### src/rtl/core/chti_pkg.sv
// ----------------------------------------------------------------------------
// chti_pkg - shared types, constants and microcode for the triangle intersector
// Scratch-memory map, micro-op format, fixed-point helpers and the program
// that the back end steps through for each triangle.
// ----------------------------------------------------------------------------
package chti_pkg;

  // Q16.16
  localparam int          FX_W       = 32;
  localparam logic [31:0] FX_ONE     = 32'h0001_0000;
  localparam int          PROD_W     = 64;
  localparam int          ACC_W      = 52;   // six 48-bit terms summed exactly
  localparam int          DIST_W     = 31;
  localparam int          IDX_W      = 16;
  localparam int          NCOORD     = 9;
  localparam int          LC_W       = 4;
  localparam int          DIV_STEPS  = 48;
  localparam int          DIV_CNT_W  = 6;
  localparam int          QDEPTH     = 2;
  localparam int          MAX_TRIANGLES_DEF = 65536;
  localparam logic [30:0] MAX_DIST_RST = 31'h7FFF_FFFF;

  // configuration register index
  localparam logic        CFG_IDX_MAX_DIST = 1'b0;

  // input / output channel widths
  localparam int IN_DATA_W  = 288;
  localparam int OUT_DATA_W = 144;

  // scratch memory
  localparam int AW     = 6;
  localparam int MDEPTH = 64;
  localparam logic [AW-1:0] A_A0  = 6'd0;
  localparam logic [AW-1:0] A_B0  = 6'd3;
  localparam logic [AW-1:0] A_C0  = 6'd6;
  localparam logic [AW-1:0] A_O0  = 6'd9;
  localparam logic [AW-1:0] A_D0  = 6'd12;
  localparam logic [AW-1:0] A_RAY_END = 6'd14;
  localparam logic [AW-1:0] A_CB0 = 6'd16;
  localparam logic [AW-1:0] A_AB0 = 6'd19;
  localparam logic [AW-1:0] A_N0  = 6'd22;
  localparam logic [AW-1:0] A_NDD = 6'd25;
  localparam logic [AW-1:0] A_NUM = 6'd26;
  localparam logic [AW-1:0] A_T   = 6'd27;
  localparam logic [AW-1:0] A_PT0 = 6'd28;
  localparam logic [AW-1:0] A_V00 = 6'd32;
  localparam logic [AW-1:0] A_V10 = 6'd35;
  localparam logic [AW-1:0] A_V20 = 6'd38;
  localparam logic [AW-1:0] A_D00 = 6'd41;
  localparam logic [AW-1:0] A_D01 = 6'd42;
  localparam logic [AW-1:0] A_D11 = 6'd43;
  localparam logic [AW-1:0] A_D20 = 6'd44;
  localparam logic [AW-1:0] A_D21 = 6'd45;
  localparam logic [AW-1:0] A_DEN = 6'd46;
  localparam logic [AW-1:0] A_VN  = 6'd47;
  localparam logic [AW-1:0] A_V   = 6'd48;
  localparam logic [AW-1:0] A_WN  = 6'd49;
  localparam logic [AW-1:0] A_W   = 6'd50;
  localparam logic [AW-1:0] A_U   = 6'd51;
  localparam logic [AW-1:0] A_ONE = 6'd63;  // reads as 1.0, never written

  localparam int PROG_LEN = 78;
  localparam int PC_W     = 7;
  localparam logic [PC_W-1:0] PC_LAST = 7'(PROG_LEN - 1);

  typedef enum logic {OP_MAC, OP_DIV} op_t;
  typedef enum logic [1:0] {CHK_NONE, CHK_NZ, CHK_POS, CHK_UNIT} chk_t;

  typedef struct packed {
    op_t           op;
    logic [AW-1:0] a;
    logic [AW-1:0] b;
    logic          neg;
    logic          first;
    logic          last;
    logic [AW-1:0] dst;
    chk_t          chk;
  } uop_t;

  typedef struct packed {
    logic                     is_tri;
    logic                     emit;
    logic [NCOORD-1:0][31:0]  p;
  } fe_item_t;

  typedef struct packed {
    logic     valid;
    fe_item_t item;
  } fe_head_t;

  typedef struct packed {
    logic        start;
    logic [31:0] num;
    logic [31:0] den;
  } div_req_t;

  typedef struct packed {
    logic        done;
    logic [31:0] quo;
  } div_rsp_t;

  typedef enum logic [3:0] {
    BK_IDLE, BK_LOAD, BK_RD, BK_MUL, BK_ACC, BK_DVS, BK_DVW, BK_DECIDE, BK_EMIT
  } bk_state_t;

  typedef enum logic [1:0] {DV_IDLE, DV_RUN, DV_DONE} dv_state_t;

  function automatic logic [31:0] sat32(input logic signed [ACC_W-1:0] x);
    logic [31:0] r;
    if (x[ACC_W-1:31] == '0 || x[ACC_W-1:31] == '1) r = x[31:0];
    else if (x[ACC_W-1]) r = 32'h8000_0000;
    else r = 32'h7FFF_FFFF;
    return r;
  endfunction

  function automatic logic chk_miss(input chk_t c, input logic [31:0] v);
    logic m;
    unique case (c)
      CHK_NZ:   m = (v == '0);
      CHK_POS:  m = v[31] || (v == '0);
      CHK_UNIT: m = v[31] || (v > FX_ONE);
      default:  m = 1'b0;
    endcase
    return m;
  endfunction

  function automatic uop_t mf(input logic [AW-1:0] a, input logic [AW-1:0] b);
    uop_t u;
    u = '{op: OP_MAC, a: a, b: b, neg: 1'b0, first: 1'b1, last: 1'b0,
          dst: A_T, chk: CHK_NONE};
    return u;
  endfunction

  function automatic uop_t mm(input logic [AW-1:0] a, input logic [AW-1:0] b,
                              input logic neg);
    uop_t u;
    u = '{op: OP_MAC, a: a, b: b, neg: neg, first: 1'b0, last: 1'b0,
          dst: A_T, chk: CHK_NONE};
    return u;
  endfunction

  function automatic uop_t ml(input logic [AW-1:0] a, input logic [AW-1:0] b,
                              input logic neg, input logic [AW-1:0] dst,
                              input chk_t chk);
    uop_t u;
    u = '{op: OP_MAC, a: a, b: b, neg: neg, first: 1'b0, last: 1'b1,
          dst: dst, chk: chk};
    return u;
  endfunction

  function automatic uop_t dv(input logic [AW-1:0] num, input logic [AW-1:0] den,
                              input logic [AW-1:0] dst, input chk_t chk);
    uop_t u;
    u = '{op: OP_DIV, a: num, b: den, neg: 1'b0, first: 1'b1, last: 1'b1,
          dst: dst, chk: chk};
    return u;
  endfunction

  // per-triangle program; every sum is exact and saturated once on write
  function automatic uop_t prog_rom(input logic [PC_W-1:0] pc);
    uop_t u;
    unique case (pc)
      // cb = c - b, ab = a - b
      7'd0:  u = mf(A_C0, A_ONE);
      7'd1:  u = ml(A_B0, A_ONE, 1'b1, A_CB0, CHK_NONE);
      7'd2:  u = mf(A_C0 + 6'd1, A_ONE);
      7'd3:  u = ml(A_B0 + 6'd1, A_ONE, 1'b1, A_CB0 + 6'd1, CHK_NONE);
      7'd4:  u = mf(A_C0 + 6'd2, A_ONE);
      7'd5:  u = ml(A_B0 + 6'd2, A_ONE, 1'b1, A_CB0 + 6'd2, CHK_NONE);
      7'd6:  u = mf(A_A0, A_ONE);
      7'd7:  u = ml(A_B0, A_ONE, 1'b1, A_AB0, CHK_NONE);
      7'd8:  u = mf(A_A0 + 6'd1, A_ONE);
      7'd9:  u = ml(A_B0 + 6'd1, A_ONE, 1'b1, A_AB0 + 6'd1, CHK_NONE);
      7'd10: u = mf(A_A0 + 6'd2, A_ONE);
      7'd11: u = ml(A_B0 + 6'd2, A_ONE, 1'b1, A_AB0 + 6'd2, CHK_NONE);
      // n = cross(cb, ab)
      7'd12: u = mf(A_CB0 + 6'd1, A_AB0 + 6'd2);
      7'd13: u = ml(A_CB0 + 6'd2, A_AB0 + 6'd1, 1'b1, A_N0, CHK_NONE);
      7'd14: u = mf(A_CB0 + 6'd2, A_AB0);
      7'd15: u = ml(A_CB0, A_AB0 + 6'd2, 1'b1, A_N0 + 6'd1, CHK_NONE);
      7'd16: u = mf(A_CB0, A_AB0 + 6'd1);
      7'd17: u = ml(A_CB0 + 6'd1, A_AB0, 1'b1, A_N0 + 6'd2, CHK_NONE);
      // n.dir, parallel ray misses
      7'd18: u = mf(A_N0, A_D0);
      7'd19: u = mm(A_N0 + 6'd1, A_D0 + 6'd1, 1'b0);
      7'd20: u = ml(A_N0 + 6'd2, A_D0 + 6'd2, 1'b0, A_NDD, CHK_NZ);
      // n.a - n.origin
      7'd21: u = mf(A_N0, A_A0);
      7'd22: u = mm(A_N0, A_O0, 1'b1);
      7'd23: u = mm(A_N0 + 6'd1, A_A0 + 6'd1, 1'b0);
      7'd24: u = mm(A_N0 + 6'd1, A_O0 + 6'd1, 1'b1);
      7'd25: u = mm(A_N0 + 6'd2, A_A0 + 6'd2, 1'b0);
      7'd26: u = ml(A_N0 + 6'd2, A_O0 + 6'd2, 1'b1, A_NUM, CHK_NONE);
      7'd27: u = dv(A_NUM, A_NDD, A_T, CHK_POS);
      // hit point
      7'd28: u = mf(A_O0, A_ONE);
      7'd29: u = ml(A_D0, A_T, 1'b0, A_PT0, CHK_NONE);
      7'd30: u = mf(A_O0 + 6'd1, A_ONE);
      7'd31: u = ml(A_D0 + 6'd1, A_T, 1'b0, A_PT0 + 6'd1, CHK_NONE);
      7'd32: u = mf(A_O0 + 6'd2, A_ONE);
      7'd33: u = ml(A_D0 + 6'd2, A_T, 1'b0, A_PT0 + 6'd2, CHK_NONE);
      // v0 = b - a, v1 = c - a, v2 = pt - a
      7'd34: u = mf(A_B0, A_ONE);
      7'd35: u = ml(A_A0, A_ONE, 1'b1, A_V00, CHK_NONE);
      7'd36: u = mf(A_B0 + 6'd1, A_ONE);
      7'd37: u = ml(A_A0 + 6'd1, A_ONE, 1'b1, A_V00 + 6'd1, CHK_NONE);
      7'd38: u = mf(A_B0 + 6'd2, A_ONE);
      7'd39: u = ml(A_A0 + 6'd2, A_ONE, 1'b1, A_V00 + 6'd2, CHK_NONE);
      7'd40: u = mf(A_C0, A_ONE);
      7'd41: u = ml(A_A0, A_ONE, 1'b1, A_V10, CHK_NONE);
      7'd42: u = mf(A_C0 + 6'd1, A_ONE);
      7'd43: u = ml(A_A0 + 6'd1, A_ONE, 1'b1, A_V10 + 6'd1, CHK_NONE);
      7'd44: u = mf(A_C0 + 6'd2, A_ONE);
      7'd45: u = ml(A_A0 + 6'd2, A_ONE, 1'b1, A_V10 + 6'd2, CHK_NONE);
      7'd46: u = mf(A_PT0, A_ONE);
      7'd47: u = ml(A_A0, A_ONE, 1'b1, A_V20, CHK_NONE);
      7'd48: u = mf(A_PT0 + 6'd1, A_ONE);
      7'd49: u = ml(A_A0 + 6'd1, A_ONE, 1'b1, A_V20 + 6'd1, CHK_NONE);
      7'd50: u = mf(A_PT0 + 6'd2, A_ONE);
      7'd51: u = ml(A_A0 + 6'd2, A_ONE, 1'b1, A_V20 + 6'd2, CHK_NONE);
      // dot products
      7'd52: u = mf(A_V00, A_V00);
      7'd53: u = mm(A_V00 + 6'd1, A_V00 + 6'd1, 1'b0);
      7'd54: u = ml(A_V00 + 6'd2, A_V00 + 6'd2, 1'b0, A_D00, CHK_NONE);
      7'd55: u = mf(A_V00, A_V10);
      7'd56: u = mm(A_V00 + 6'd1, A_V10 + 6'd1, 1'b0);
      7'd57: u = ml(A_V00 + 6'd2, A_V10 + 6'd2, 1'b0, A_D01, CHK_NONE);
      7'd58: u = mf(A_V10, A_V10);
      7'd59: u = mm(A_V10 + 6'd1, A_V10 + 6'd1, 1'b0);
      7'd60: u = ml(A_V10 + 6'd2, A_V10 + 6'd2, 1'b0, A_D11, CHK_NONE);
      7'd61: u = mf(A_V20, A_V00);
      7'd62: u = mm(A_V20 + 6'd1, A_V00 + 6'd1, 1'b0);
      7'd63: u = ml(A_V20 + 6'd2, A_V00 + 6'd2, 1'b0, A_D20, CHK_NONE);
      7'd64: u = mf(A_V20, A_V10);
      7'd65: u = mm(A_V20 + 6'd1, A_V10 + 6'd1, 1'b0);
      7'd66: u = ml(A_V20 + 6'd2, A_V10 + 6'd2, 1'b0, A_D21, CHK_NONE);
      // Cramer's rule
      7'd67: u = mf(A_D00, A_D11);
      7'd68: u = ml(A_D01, A_D01, 1'b1, A_DEN, CHK_NZ);
      7'd69: u = mf(A_D20, A_D11);
      7'd70: u = ml(A_D21, A_D01, 1'b1, A_VN, CHK_NONE);
      7'd71: u = dv(A_VN, A_DEN, A_V, CHK_UNIT);
      7'd72: u = mf(A_D00, A_D21);
      7'd73: u = ml(A_D01, A_D20, 1'b1, A_WN, CHK_NONE);
      7'd74: u = dv(A_WN, A_DEN, A_W, CHK_UNIT);
      7'd75: u = mf(A_ONE, A_ONE);
      7'd76: u = mm(A_W, A_ONE, 1'b1);
      7'd77: u = ml(A_V, A_ONE, 1'b1, A_U, CHK_UNIT);
      default: u = mf(A_ONE, A_ONE);
    endcase
    return u;
  endfunction

endpackage

### src/rtl/core/chti_div.sv
// ----------------------------------------------------------------------------
// chti_div - Q16.16 divider
// Restoring division, one quotient bit a cycle: (num * 2^16) / den,
// truncated toward zero and saturated to 32 bits.
// ----------------------------------------------------------------------------
module chti_div (
  input  logic                clk,
  input  logic                rst_n,
  input  chti_pkg::div_req_t  req,
  output chti_pkg::div_rsp_t  rsp
);

  chti_pkg::dv_state_t                 state_r, state_nxt;
  logic [chti_pkg::DIV_CNT_W-1:0]      cnt_r;
  logic                                neg_r;
  logic [31:0]                         den_r;
  logic [47:0]                         dvd_r;
  logic [31:0]                         rem_r;
  logic [47:0]                         quo_r;
  logic [32:0]                         trial;
  logic                                ge;
  logic [32:0]                         num_ext, den_ext, num_mag, den_mag;

  assign num_ext = {req.num[31], req.num};
  assign den_ext = {req.den[31], req.den};
  assign num_mag = num_ext[32] ? -num_ext : num_ext;
  assign den_mag = den_ext[32] ? -den_ext : den_ext;

  assign trial = {rem_r, dvd_r[47]};
  assign ge    = (trial >= {1'b0, den_r});

  always_comb begin
    state_nxt = state_r;
    unique case (state_r)
      chti_pkg::DV_IDLE: if (req.start) state_nxt = chti_pkg::DV_RUN;
      chti_pkg::DV_RUN:  if (cnt_r == '0) state_nxt = chti_pkg::DV_DONE;
      chti_pkg::DV_DONE: state_nxt = chti_pkg::DV_IDLE;
      default:           state_nxt = chti_pkg::DV_IDLE;
    endcase
  end

  always_comb begin
    rsp.done = (state_r == chti_pkg::DV_DONE);
    if (!neg_r) rsp.quo = (quo_r > 48'h0000_7FFF_FFFF) ? 32'h7FFF_FFFF : quo_r[31:0];
    else        rsp.quo = (quo_r > 48'h0000_8000_0000) ? 32'h8000_0000 : -quo_r[31:0];
  end

  always_ff @(posedge clk) begin
    if (!rst_n) state_r <= chti_pkg::DV_IDLE;
    else        state_r <= state_nxt;
  end

  always_ff @(posedge clk) begin
    if (state_r == chti_pkg::DV_IDLE && req.start) begin
      neg_r <= req.num[31] ^ req.den[31];
      den_r <= den_mag[31:0];
      dvd_r <= {num_mag[31:0], 16'h0000};
      rem_r <= '0;
      quo_r <= '0;
      cnt_r <= chti_pkg::DIV_CNT_W'(chti_pkg::DIV_STEPS - 1);
    end else if (state_r == chti_pkg::DV_RUN) begin
      rem_r <= ge ? 32'(trial - {1'b0, den_r}) : trial[31:0];
      quo_r <= {quo_r[46:0], ge};
      dvd_r <= {dvd_r[46:0], 1'b0};
      cnt_r <= cnt_r - 1'b1;
    end
  end

endmodule

### config.mk
export PLATFORM = sky130hd
export DESIGN_NAME = chti_div
export DESIGN_NICKNAME = d
export VERILOG_FILES = /design/src/rtl/core/chti_pkg.sv /design/src/rtl/core/chti_div.sv
export SDC_FILE = /design/constraint.sdc
export NUM_CORES = 1
export LEC_CHECK = 0
export ABC_AREA = 1
export BUFFER_PORTS_ARGS = -buffer_cell sky130_fd_sc_hd__buf_2
export CAP_MARGIN = 30
export CORE_MARGIN = 3
export CORE_UTILIZATION = 30
export DETAILED_ROUTE_END_ITERATION = 6
export PLACE_DENSITY = 0.57
export SKIP_LAST_GASP = 1
export SYNTH_ARGS = -nofsm -noshare
export SYNTH_HDL_FRONTEND = slang
export SYNTH_SLANG_ARGS = --single-unit
### constraint.sdc
create_clock -name clk -period 7.3 [get_ports clk]
set_clock_uncertainty 0.15 [all_clocks]
set_input_delay 0.73 -clock clk [delete_from_list [all_inputs] [get_ports clk]]
set_output_delay 0.73 -clock clk [all_outputs]
set_load 0.005 [all_outputs]
==> metrics, run 1 <==
number of nets with antenna violations after routing=0; xor/xnor cell area share of the yosys netlist=6.688%; Post-Route Utilization=34.97%; Core ar.=0.03583 mm^2; HPWL after DPL=24090 um; CTS Sinks=153; launching element of the worst setup path=quo_r[36]; H-tree depth reported by CTS=4; worst reg2reg setup slack=4.15 ns; critical path type=register to primary output; Worst-Skew Late Latency=0.43 ns; diodes inserted=0; worst slack, placed=3.629 ns; cell count after synthesis=1653; number of warnings issued by yosys=0; largest net degree at the start of global routing=57; clock slew at the register clock pins of the worst setup and hold paths=0.06 ns; aggregate negative setup slack=0 ns; die span in y=197.5 um; non-filler cells in the finished layout=2207; area share of and/or/nand/nor cells after synthesis=32.88%; total instance count after detailed placement=2174; number of vias in the routed layout=10.61k; Leak=6.221 nW; dominant cell type by area after synthesis=sky130_fd_sc_hd__edfxtp_1; Critical Path Start Type=register; final worst slack=3.655 ns; combinational family with the most area after synthesis=simple AND/OR/NAND/NOR gates; RR Startpoint=state_r[0]; post-synthesis cell area=0.01100 mm^2; setup repair after global routing missed its margin=false; synthesized flop and latch total=153; cell types occupying the most area after synthesis=sky130_fd_sc_hd__edfxtp_1 18%, sky130_fd_sc_hd__dfxtp_1 16%, sky130_fd_sc_hd__nand2_1 15%; DRC violation total after the first TritonRoute iteration=673; number of antenna violations at the first check in global routing=0; CTS tree=done; class of the tightest hold or removal check=register to register; area share of the largest cell type after synthesis=17.74%; final cycle utilization of the critical path=49.93%; root cell of the clock tree=sky130_fd_sc_hd__clkbuf_16; floorplan die width=197.5 um; number of design rule violations left after detail routing=0; final estimated routing congestion in global placement=0.9292; worst-case clock buffer depth=2; Via density=4.807; post-synthesis sequential area ratio=33.76%; endpoint of the most critical setup path=rsp[3]; overall fraction of global-route tracks in use=15.85%; post-detailed-placement cell area=0.01191 mm^2; multiplexer area fraction after synthesis=0%; worst vdd rail ir drop=0.0001367 V; area share of fa/ha/maj cells after synthesis=4.390%; Cell Pwr Density=311.1 mW/mm^2; capture instance of the worst register-to-register path=quo_r[40]; count of boundary I/O pins=100; Crit path required time=6.42 ns; cell count of the worst hold path=2; fin crit period=3.645 ns; Avg WL per Cell=14.00 um; area added between synthesis and finish=13.90%; share of final-layout standard cells stronger than drive strength 1=9.966%; count of instances resized after the clock tree is built=0; number of hold violations in the final report=0; synthesized area divided by synthesized cell count=6.655 um^2; reg2reg path depth=9; floorplan row count=69; First-pass DRT Iterations=5; vias in the first global route=9931; grt ovf=0; CTS Hold Buffers Added=0; Distinct cells, synth=45; worst path arrival time=2.77 ns; Port Buffers=99; number of buffers created by CTS=17; first-pass GRT wire length=50360 um; starting utilization of the core area=30.70%; number of enable flip-flop cells after synthesis=65; number of nets at the end of the flow=1838; final count of negative-setup-slack endpoints=0; Max Fclk=274.3 MHz; area enclosed by the die boundary=0.03900 mm^2; worst hold start=rem_r[23]; highest net fanout along the worst path=33; Syn Nets=1758; dominant synthesized flop cell=sky130_fd_sc_hd__dfxtp_1; area of all placed cells without fillers=0.01253 mm^2; most common cell in the synthesized netlist=sky130_fd_sc_hd__nand2_1; Detailed Route WL=30900 um; Async S/R FF share, synth=0%; Worst setup EP type=primary output; worst slew margin relative to its limit=37.17%; run status=finished, final reports clean; Post CTS Setup Buffer Count=0; Final Max Slew Viols=0; fraction of the mapped netlist area in compound gates=10.49%; slew at the pin with the worst max-slew slack=0.9402 ns; leading post-synthesis cells by instance count=453 x sky130_fd_sc_hd__nand2_1, 282 x sky130_fd_sc_hd__inv_1, 147 x sky130_fd_sc_hd__nand3_1, 135 x sky130_fd_sc_hd__nor2_1, 98 x sky130_fd_sc_hd__o21ai_0; reported max-cap violation count=0
==> where the power goes <==
| part | total [W] | internal [W] | switching [W] |
|---|---|---|---|
| clock network | 0.000890 | 0.000525 | 0.000365 |
| logic | 0.00190 | 0.000658 | 0.00124 |
| registers | 0.00111 | 0.00104 | 0.0000718 |
| total | 0.00390 | 0.00222 | 0.00168 |
==> worst min-delay path by stage <==
stage	to	slack, ns
global placement	rem_r[23]	0.31
finish	rem_r[23]	0.33
global route	rem_r[31]	0.34
floorplan	rem_r[27]	0.29
detailed placement	rem_r[21]	0.32
CTS	rem_r[18]	0.32
==> per-stage QoR <==
stage | hold WS, ns | power, W
finish | 0.3258 | 0.003898
global route | 0.3390 | 0.004208
CTS | 0.3223 | 0.003908
detailed placement | 0.3156 | 0.003004
global placement | 0.3094 | 0.002994
floorplan | 0.2928 | 0.002496
==> registers in the layout, indices dropped and copies added (netlist names) <==
name and count:
dvd_r 32, quo_r 48, rem_r 32, cnt_r 6
neg_r 1, den_r 32, state_r 2
==> critical path, stage by stage (launching register included) <==
cell	delay, ns
sky130_fd_sc_hd__dfxtp_1	0.31
sky130_fd_sc_hd__nor2_1	0.11
sky130_fd_sc_hd__nand4_1	0.09
sky130_fd_sc_hd__nor3_1	0.29
sky130_fd_sc_hd__nand2_1	0.61
sky130_fd_sc_hd__o21ai_0	0.62
sky130_fd_sc_hd__o21ai_0	0.16
sky130_fd_sc_hd__buf_2	0.16
==> layout make-up <==
type                       instances  area, um^2
inverter                         289        1085
timing repair buffer             105       553.0
fill                            3856       23300
clock buffer                      21       493.0
clock inverter                    11       108.9
multi-input combinational       1167        6000
sequential                       153        3714
tap                              461       576.8
==> kinds of logic (layout without fill, tap and decap cells) <==
kind of cell,after synthesis,count (layout)
and+or+nand+nor,835,835
adders and majority gates,38,38
xor gates and xnor gates,84,84
buffers and inverters,333,426
DFF,153,153
AOI/OAI and AO/OA,210,210
==> cells in the final DEF (no fill, tap or decap), types with 47 or more instances in the layout <==
| master | n |
|---|---|
| sky130_fd_sc_hd__nand2_1 | 452 |
| sky130_fd_sc_hd__inv_1 | 282 |
| sky130_fd_sc_hd__nand3_1 | 147 |
| sky130_fd_sc_hd__nor2_1 | 134 |
| sky130_fd_sc_hd__buf_2 | 99 |
| sky130_fd_sc_hd__o21ai_0 | 98 |
| sky130_fd_sc_hd__dfxtp_1 | 88 |
| sky130_fd_sc_hd__edfxtp_1 | 65 |
| sky130_fd_sc_hd__xor2_1 | 63 |
| sky130_fd_sc_hd__o22ai_1 | 47 |
==> metal layers <==
metal  track usage (%)  part of all wire [%]
met5                 0                     0
met1             23.17                    50
met2             24.60                    43
met3             1.927                   5.0
met4             4.561                   1.8
Note: power is estimated with default switching activity, not from simulation.
==> inputs of run 2 (changes only) <==
==> constraint.sdc (replaced) <==
create_clock -name clk -period 3.8 [get_ports clk]
set_clock_uncertainty 0.15 [all_clocks]
set_input_delay 0.38 -clock clk [delete_from_list [all_inputs] [get_ports clk]]
set_output_delay 0.38 -clock clk [all_outputs]
set_load 0.005 [all_outputs]
==> metrics, run 2 (synthesized netlist as in run 1, its figures left out) <==
overall fraction of global-route tracks in use=16.48%; number of buffers created by CTS=17; number of nets at the end of the flow=1843; register with the most flip-flops=quo_r; floorplan row count=69; worst path arrival time=2.83 ns; area of combinational cells with multiple inputs=0.006000 mm^2; final worst slack=0.4423 ns; filler cell count=3835; count of instances resized after the clock tree is built=0; slew at the pin with the worst max-slew slack=0.9623 ns; most frequent cells in the layout=452 x sky130_fd_sc_hd__nand2_1, 282 x sky130_fd_sc_hd__inv_1, 147 x sky130_fd_sc_hd__nand3_1; reported max-cap violation count=0; number of vias in the routed layout=10.60k; worst-case clock buffer depth=2; First-pass DRT Iterations=5; run status=finished, final reports clean; root cell of the clock tree=sky130_fd_sc_hd__clkbuf_16; area taken by flip-flops and latches=0.003714 mm^2; Critical Path Start Type=register; Hold Worst Slack=0.06269 ns; Via density=4.791; critical path type=register to primary output; total instance count after detailed placement=2179; Core ar.=0.03583 mm^2; cell count of the worst hold path=3; count of boundary I/O pins=100; number of hold violations in the final report=0; cell-by-cell listing of the critical path=inv_1, ha_1, nand3_2, nor2_2, nand2_1, nor2_1, nand2_1, nand2_2, nand2_4, o21ai_0, buf_2; RR Startpoint=den_r[26]; most frequent standard cell in the layout excluding fill and tap cells=sky130_fd_sc_hd__nand2_1; grt ovf=0; highest net fanout along the worst path=27; worst slew margin relative to its limit=35.77%; fin crit period=3.358 ns; flip-flop count of the largest register, all copies and words added=48; reg2reg path depth=14; aggregate negative setup slack=0 ns; Port Buffers=99; diodes inserted=0; Worst setup EP type=primary output; depth of the critical timing path with buffers and inverters included=11; Leak=6.248 nW; Worst-Skew Late Latency=0.45 ns; die span in y=197.5 um; worst reg2reg setup slack=1.08 ns; final estimated routing congestion in global placement=0.9394; capture instance of the worst register-to-register path=rem_r[29]; vias in the first global route=10.19k; CTS Sinks=153; launching element of the worst setup path=quo_r[0]; Detailed Route WL=31820 um; count of buffering cells on the critical path with inverters included=2; number of nets with antenna violations after routing=0; CTS Hold Buffers Added=1; DRC violation total after the first TritonRoute iteration=714; Max Fclk=297.8 MHz; number of design rule violations left after detail routing=0; dominant delay contributor by cell family on the critical path=simple AND/OR/NAND/NOR gates; class of the tightest hold or removal check=input pin to register; CTS tree=done; area added between synthesis and finish=14.43%; largest net degree at the start of global routing=55; Crit path required time=3.27 ns; setup repair after global routing missed its margin=false; Cell Pwr Density=596.7 mW/mm^2; most frequent CP cell=sky130_fd_sc_hd__nand2_1; floorplan die width=197.5 um; final cycle utilization of the critical path=88.36%; H-tree depth reported by CTS=4; worst slack, placed=0.8930 ns; HPWL after DPL=24290 um; share of final-layout standard cells stronger than drive strength 1=10.22%; worst vdd rail ir drop=0.0003416 V; number of antenna violations at the first check in global routing=1; non-filler cells in the finished layout=2212; clock slew at the register clock pins of the worst setup and hold paths=0.07 ns; endpoint of the most critical setup path=rsp[3]; starting utilization of the core area=30.70%; critical-path cell with the highest stage delay=sky130_fd_sc_hd__o21ai_0; area enclosed by the die boundary=0.03900 mm^2; first-pass GRT wire length=52050 um; Final Max Slew Viols=0; delay contributed by the slowest stage of the critical path=0.34 ns; Post-Route Utilization=35.14%; Post CTS Setup Buffer Count=0; final count of negative-setup-slack endpoints=0; Avg WL per Cell=14.39 um
run 2: worst min-delay path, delay by kind of cell:
family                 cells  cell delay [ns]
AO/OA/AOI/OAI              1             0.05
buffers and inverters      2             0.18
run 2: worst min-delay path by stage:
| stage | from | endpoint | slack [ns] |
|---|---|---|---|
| after floorplan | rem_r[27] | rem_r[27] | 0.29 |
| after global placement | rem_r[10] | rem_r[10] | 0.31 |
| after detailed placement | rem_r[23] | rem_r[23] | 0.31 |
| after CTS | rst_n | state_r[0] | 0.06 |
| after global routing | rst_n | state_r[0] | 0.06 |
| final | rst_n | state_r[0] | 0.06 |
run 2: metal layers:
metal	part of all wire [%]	track usage, %	vias up	wire length (um)
met3	4.4	2.507	33	1399
li1	-	-	5481	-
met4	2.1	5.295	0	682
met2	46	26.50	252	14490
met1	48	22.80	4832	15250
met5	0	0	-	0
run 2: cell type report:
cell class              instances  share of cell area (%)
well taps                     461                   4.582
repair buffers                110                   4.711
inverters                     289                   8.617
clock buffers                  18                   3.578
flip-flops and latches        153                   29.50
clock inverters                14                   1.352
multi-input cells            1167                   47.66
run 2: stage by stage:
step	total power (W)	cell area, um^2
after floorplan	0.004794	11000
after global placement	0.005710	11960
after detailed placement	0.005730	11960
after CTS	0.007561	12590
after global routing	0.008141	12590
final	0.007511	12590
run 2: power by group:
part | total [W] | leakage (nW) | internal [W] | switching, W
logic | 0.00358 | 4.59 | 0.00128 | 0.00230
registers | 0.00214 | 1.35 | 0.00199 | 0.000146
clock network | 0.00180 | 0.305 | 0.000935 | 0.000861
